--- config.mk ---
export PLATFORM = sky130hd
export DESIGN_NAME = vpts_map_flat
export DESIGN_NICKNAME = d
export VERILOG_FILES = /design/src/rtl/vpts_pkg.sv /design/src/rtl/vpts_screen_if.sv /design/src/rtl/vpts_map.sv /design/src/flat_wrapper.sv
export SDC_FILE = /design/constraint.sdc
export NUM_CORES = 2
export LEC_CHECK = 0
export ABC_AREA = 1
export BUFFER_PORTS_ARGS = -buffer_cell sky130_fd_sc_hd__buf_4
export CAP_MARGIN = 40
export CORE_MARGIN = 3
export CORE_UTILIZATION = 55
export CTS_CLUSTER_DIAMETER = 40
export DETAILED_ROUTE_END_ITERATION = 8
export PLACE_DENSITY = 0.77
export SETUP_SLACK_MARGIN = 0.02
export SLEW_MARGIN = 20
export SYNTH_ARGS = -nofsm -noshare
export SYNTH_HDL_FRONTEND = slang
export SYNTH_SLANG_ARGS = --single-unit
--- constraint.sdc ---
create_clock -name clk -period 5.4 [get_ports clk]
set_input_delay 1.08 -clock clk [delete_from_list [all_inputs] [get_ports clk]]
set_output_delay 1.08 -clock clk [all_outputs]
set_load 0.02 [all_outputs]
--- src/rtl/vpts_pkg.sv ---
// Shared types, constants and helpers for the vertex projection pipeline.
package vpts_pkg;

    // Fixed-point format of vertices, matrix entries and screen results
    localparam int FRAC_BITS = 16;

    // Quotient bits produced by the divider; normalized values clamp at 2^34
    localparam int DIV_BITS = 35;
    localparam int DW       = 32 + FRAC_BITS;
    localparam int HI_W     = DW - DIV_BITS;
    localparam int NDC_W    = DIV_BITS + 1;

    localparam logic signed [31:0] THRESH = 32'sd2 ** FRAC_BITS / 32'sd1000;
    localparam logic signed [NDC_W-1:0] ONE_NDC = NDC_W'(1) << FRAC_BITS;
    localparam logic [DIV_BITS-1:0] NDC_LIMIT = DIV_BITS'(1) << (DIV_BITS - 1);

    // Sentinel for culled vertices, -9999.0 saturated to 32 bits
    localparam logic signed [63:0] CULL_WIDE = -64'sd9999 * (64'sd1 <<< FRAC_BITS);
    localparam logic signed [31:0] CULL_VALUE =
        (CULL_WIDE < -64'sd2147483648) ? 32'sh8000_0000 : CULL_WIDE[31:0];

    // Configuration register indexes
    typedef enum logic [2:0] {
        REG_ROW0_XY = 3'd0,
        REG_ROW0_ZT = 3'd1,
        REG_ROW1_XY = 3'd2,
        REG_ROW1_ZT = 3'd3,
        REG_ROWW_XY = 3'd4,
        REG_ROWW_ZT = 3'd5,
        REG_WIDTH   = 3'd6,
        REG_HEIGHT  = 3'd7
    } reg_idx_t;

    localparam logic [63:0] RST_ROW0_XY = 64'd65536;
    localparam logic [63:0] RST_ROW0_ZT = 64'd0;
    localparam logic [63:0] RST_ROW1_XY = 64'd281474976710656;
    localparam logic [63:0] RST_ROW1_ZT = 64'd0;
    localparam logic [63:0] RST_ROWW_XY = 64'd0;
    localparam logic [63:0] RST_ROWW_ZT = 64'd281474976710656;
    localparam logic [14:0] RST_WIDTH   = 15'd800;
    localparam logic [14:0] RST_HEIGHT  = 15'd600;

    // Decoded configuration as seen by the datapath
    typedef struct packed {
        logic signed [31:0] m00, m01, m02, m03;
        logic signed [31:0] m10, m11, m12, m13;
        logic signed [31:0] m30, m31, m32, m33;
        logic [14:0]        width;
        logic [14:0]        height;
    } cfg_t;

    // Clip-space coordinates
    typedef struct packed {
        logic signed [31:0] cx;
        logic signed [31:0] cy;
        logic signed [31:0] cw;
    } clip_word_t;

    // One lane of the restoring divider
    typedef struct packed {
        logic                sign;
        logic                ovf;
        logic [30:0]         rem;
        logic [DIV_BITS-1:0] quo;
        logic [DIV_BITS-1:0] dvd;
    } div_lane_t;

    typedef struct packed {
        logic        vis;
        logic [30:0] w;
        div_lane_t   lx;
        div_lane_t   ly;
    } div_word_t;

    // Saturate to 32-bit signed
    function automatic logic signed [31:0] sat32(input logic signed [63:0] v);
        logic signed [31:0] r;
        if (v > 64'sd2147483647)
            r = 32'sh7FFF_FFFF;
        else if (v < -64'sd2147483648)
            r = 32'sh8000_0000;
        else
            r = v[31:0];
        return r;
    endfunction

endpackage

--- src/rtl/vpts_screen_if.sv ---
// Screen result channel.
interface vpts_screen_if;
    logic               valid;
    logic               ready;
    logic signed [31:0] screen_x;
    logic signed [31:0] screen_y;
    logic               visible;

    modport source (output valid, output screen_x, output screen_y, output visible,
                    input ready);
    modport sink   (input valid, input screen_x, input screen_y, input visible,
                    output ready);
endinterface

--- src/rtl/vpts_map.sv ---
// Viewport mapping: clamp and sign the quotients, scale by the viewport, saturate.
module vpts_map (
    input  logic                   clk,
    input  logic                   rst_n,
    input  logic [14:0]            width,
    input  logic [14:0]            height,
    input  logic                   in_valid,
    output logic                   in_ready,
    input  vpts_pkg::div_word_t    in_word,
    vpts_screen_if.source          scr
);

    localparam int NW = vpts_pkg::NDC_W;

    logic v0_reg, v1_reg, v2_reg;
    logic adv0, adv1, adv2;

    logic                    vis0_reg, vis1_reg, vis2_reg;
    logic signed [NW-1:0]    ax_reg, ay_reg;
    logic signed [NW+15:0]   px_reg, py_reg;
    logic signed [31:0]      sx_reg, sy_reg;
    logic signed [NW-1:0]    nx, ny;
    logic signed [63:0]      hx, hy;

    // Clamp the quotient magnitude and apply the sign
    function automatic logic signed [NW-1:0] ndc(input vpts_pkg::div_lane_t l);
        logic [vpts_pkg::DIV_BITS-1:0] mag;
        logic signed [NW-1:0]          n;
        mag = (l.ovf || l.quo[vpts_pkg::DIV_BITS-1]) ? vpts_pkg::NDC_LIMIT : l.quo;
        n   = l.sign ? -$signed({1'b0, mag}) : $signed({1'b0, mag});
        return n;
    endfunction

    // stall chain
    assign adv2     = !v2_reg || scr.ready;
    assign adv1     = !v1_reg || adv2;
    assign adv0     = !v0_reg || adv1;
    assign in_ready = adv0;

    always_ff @(posedge clk or negedge rst_n)
    begin
        if (!rst_n)
        begin
            v0_reg <= 1'b0;
            v1_reg <= 1'b0;
            v2_reg <= 1'b0;
        end
        else
        begin
            if (adv0)
                v0_reg <= in_valid;
            if (adv1)
                v1_reg <= v0_reg;
            if (adv2)
                v2_reg <= v1_reg;
        end
    end

    // stage 0: normalized coordinates offset by one
    always_comb
    begin
        nx = ndc(in_word.lx);
        ny = ndc(in_word.ly);
    end

    always_ff @(posedge clk)
    begin
        if (adv0)
        begin
            ax_reg   <= nx + vpts_pkg::ONE_NDC;
            ay_reg   <= vpts_pkg::ONE_NDC - ny;
            vis0_reg <= in_word.vis;
        end
    end

    // stage 1: scale by viewport size
    always_ff @(posedge clk)
    begin
        if (adv1)
        begin
            px_reg   <= ax_reg * $signed({1'b0, width});
            py_reg   <= ay_reg * $signed({1'b0, height});
            vis1_reg <= vis0_reg;
        end
    end

    // stage 2: halve, saturate, select the culled sentinel
    always_comb
    begin
        hx = 64'(px_reg >>> 1);
        hy = 64'(py_reg >>> 1);
    end

    always_ff @(posedge clk)
    begin
        if (adv2)
        begin
            sx_reg   <= vis1_reg ? vpts_pkg::sat32(hx) : vpts_pkg::CULL_VALUE;
            sy_reg   <= vis1_reg ? vpts_pkg::sat32(hy) : vpts_pkg::CULL_VALUE;
            vis2_reg <= vis1_reg;
        end
    end

    assign scr.valid    = v2_reg;
    assign scr.screen_x = sx_reg;
    assign scr.screen_y = sy_reg;
    assign scr.visible  = vis2_reg;

endmodule

--- src/flat_wrapper.sv ---
// flat-port wrapper written by rule: the top's interface ports become plain ports
module vpts_map_flat 
  (clk, rst_n, width, height, in_valid, in_ready, in_word, scr_valid, scr_screen_x, scr_screen_y, scr_visible, scr_ready);
  vpts_screen_if scr_i ();
  input  logic clk;
  input  logic rst_n;
  input  logic [14:0] width;
  input  logic [14:0] height;
  input  logic in_valid;
  output logic in_ready;
  input  vpts_pkg::div_word_t in_word;
  output wire logic [$bits(scr_i.valid)-1:0] scr_valid;
  output wire logic [$bits(scr_i.screen_x)-1:0] scr_screen_x;
  output wire logic [$bits(scr_i.screen_y)-1:0] scr_screen_y;
  output wire logic [$bits(scr_i.visible)-1:0] scr_visible;
  input wire logic [$bits(scr_i.ready)-1:0] scr_ready;
  assign scr_valid = scr_i.valid;
  assign scr_screen_x = scr_i.screen_x;
  assign scr_screen_y = scr_i.screen_y;
  assign scr_visible = scr_i.visible;
  assign scr_i.ready = scr_ready;
  vpts_map u_core (.clk(clk), .rst_n(rst_n), .width(width), .height(height), .in_valid(in_valid), .in_ready(in_ready), .in_word(in_word), .scr(scr_i));
endmodule
==> flow_summary.toml <==
[status]
status = "finished with violations"
failed_checks = "DRC, setup timing"

[global_route]
antenna_found_initial = 3
grt_pass1_wl_um = 250400
overflow = 0
grt_max_degree = 67
track_usage = 0.3336
grt_pass1_vias = 48250

[drt]
wl_per_cell_um = 21.13
avgViaCountPerCell = 5.655
drt-pass1-iter-count = 9
routed_wl_um = 176000
drc = 2
drtIter0Drc = 4594
num_vias = 47090
postRouteAntennaNets = 0

[floorplan]
die_width_um = 310.2
design.core.area_um2 = 90840
initial_core_util = 0.5604
num_rows = 110
die_area_um2 = 96240
dieHeight_um = 310.2
io_pins = 339

[clocking]
cts.clk_slew.worst_paths_ns = 0.06
cts_root_buf = "clkbuf_16"
clock_latency_ns = 0.61
htreeDepth = 2
tritoncts = "yes"
clockBufferDepth = 3
cts_num_sinks = 244
hold_buffers = 0
numCtsBuffers = 41

[finish]
postLayoutCoreUtil = 0.7392
drive_gt1_frac = 0.2784
final_area_um2 = 67150
nNetsFinal = 8651
area_growth_pct = 31.91

[critical_path]
slowest_stage = "fa_2"
critPathMaxFanout = 5
reg2reg_to = "u_core.px_reg[44]$_DFFE_PP_"
endpoint_kind = "register"
cp-start-kind = "input pin"
r2r_start = "u_core.ax_reg[18]$_DFFE_PP_"
critPathRequiredTime_ns = 5.82
crit_buf_inv = 7
path_delay_family = "adder cells"
reg2reg_depth = 25
max_stage_delay_ns = 0.61
reg2reg_slack_ns = -0.81
criticalPathCategory = "input pin to register"
cp.arrival_ns = 6.63
cpMostUsedCell = "inv_2"

[synthesis]
netlist_instances = 6291
synthMostInstantiatedCell = "inv_1"
ys_ff_latch = 244
ys_top_cells_by_count = "inv_1 (1772), nand2_1 (1667), fa_1 (1012)"
ys_types = 55
synth-async-reset-ratio = 0.01230
syn_nets = 7823
synthesis.area_um2 = 50910
synth_top_area_frac = 0.3980
yosys.area.top_type = "fa_1"
yosys-top-cells-area = "fa_1 (40%), edfxtp_1 (14%), inv_1 (13%)"
synth_edf_count = 241
ys_seq_area_frac = 0.1436
avgSynthCellArea_um2 = 8.092
synthFlopType = "edfxtp_1"
yosysWarnings = 0

[placement]
place.gp.congestion = 0.9770
dp_hpwl_um = 119100
io_buffers = 175
dpl_cell_area_um2 = 59960

[timing]
tightest_slew_ns = 0.7804
fin_ws_ns = -0.8103
max_freq_ghz = 0.1610
fin_crit_sh = 1.150
hold_slack_ns = 0.2907
rsz0062_at_grt = "true"
finClkSkew_ns = 0.03606
period_needed_ns = 6.210
setup_viol = 77
slew_headroom = 0.4797
hold_violations = 0
slew_violations = 0
setup_tns_ns = -40.48

[flow_run]
drv_cap = 0

[worst_hold_path]
hp-class = "input pin to async pin"
==> cells by family (layout without fill, tap and decap cells) <==
kind of cell | count (synthesis) | after routing | synth area share
and+or+nand+nor | 2172 | 2172 | 0.1709
other | 0 | 2 | 0
xor gates and xnor gates | 167 | 167 | 0.02888
adders and majority gates | 1260 | 1260 | 0.4589
AOI/OAI and AO/OA | 441 | 441 | 0.04795
DFF | 244 | 244 | 0.1436
buffers and inverters | 2007 | 2865 | 0.1497
==> worst max-delay path by stage <==
stage | startpoint | end | slack [ns] | depth (start not counted)
2_1_floorplan | height[4] | u_core.py_reg[50]$_DFFE_PP_ | -0.75 | 23
3_3_place_gp | height[1] | u_core.py_reg[24]$_DFFE_PP_ | -1.32 | 26
3_5_place_dp | width[2] | u_core.px_reg[25]$_DFFE_PP_ | -1.40 | 21
4_1_cts | height[7] | u_core.py_reg[42]$_DFFE_PP_ | -0.43 | 26
5_1_grt | u_core.ay_reg[10]$_DFFE_PP_ | u_core.py_reg[43]$_DFFE_PP_ | -0.93 | 24
6_report | width[4] | u_core.px_reg[44]$_DFFE_PP_ | -0.81 | 25
==> cell type report <==
cell class                 count  area (um2)
timing repair buffer        1017        9996
antenna                        2       5.005
sequential                   244        7312
inverter                    1775        6675
clock inverter                26       352.8
tap                         1176        1471
fill                        5658       23690
clock buffer                  47        1049
multi-input combinational   4040       40290
==> routing by layer <==
metal  vias up  GRT usage  part of all wire
li1      19900          -                 -
met1     22650     0.4138              0.34
met2      3348     0.5503              0.46
met3      1177    0.08637              0.12
met4         8     0.1545             0.076
met5         -          0           0.00069
==> metrics by stage <==
stage / worst slack, ns / cells
floorplan: -0.7519 / 6291
global placement: -1.318 / 8060
detailed placement: -1.398 / 8060
CTS: -0.4325 / 8265
global route: -0.9289 / 8325
finish: -0.8103 / 8327
==> timing repair <==
action / in CTS / in global routing
setup endpoints to repair: 78 / 80
gates resized for setup: 609 / 372
setup buffers: 116 / 51
pin swaps: 330 / 309
cloned: 19 / 9
==> cells in the final DEF (no fill, tap or decap), types with 41 or more instances in the layout <==
cell,netlist,layout
edfxtp_1,241,241
fa_2,0,84
nor2_4,7,59
nand2_4,1,50
clkbuf_16,0,50
nor2_2,14,52
nand2_1,1667,1500
ha_1,248,168
inv_2,3,163
nand2_2,14,125
o21ai_0,133,60
ha_4,0,79
a21oi_1,203,86
o21ai_1,15,43
xor2_1,101,81
nor2_1,260,170
buf_12,1,82
inv_1,1772,1607
nand4_1,41,41
buf_4,2,789
xnor2_1,65,52
nand3_1,105,91
buf_6,3,93
a21oi_2,0,79
fa_1,1012,928
Power is not shown: default switching activity piles up to over one toggle a cycle in this logic, so the estimate is an artifact.
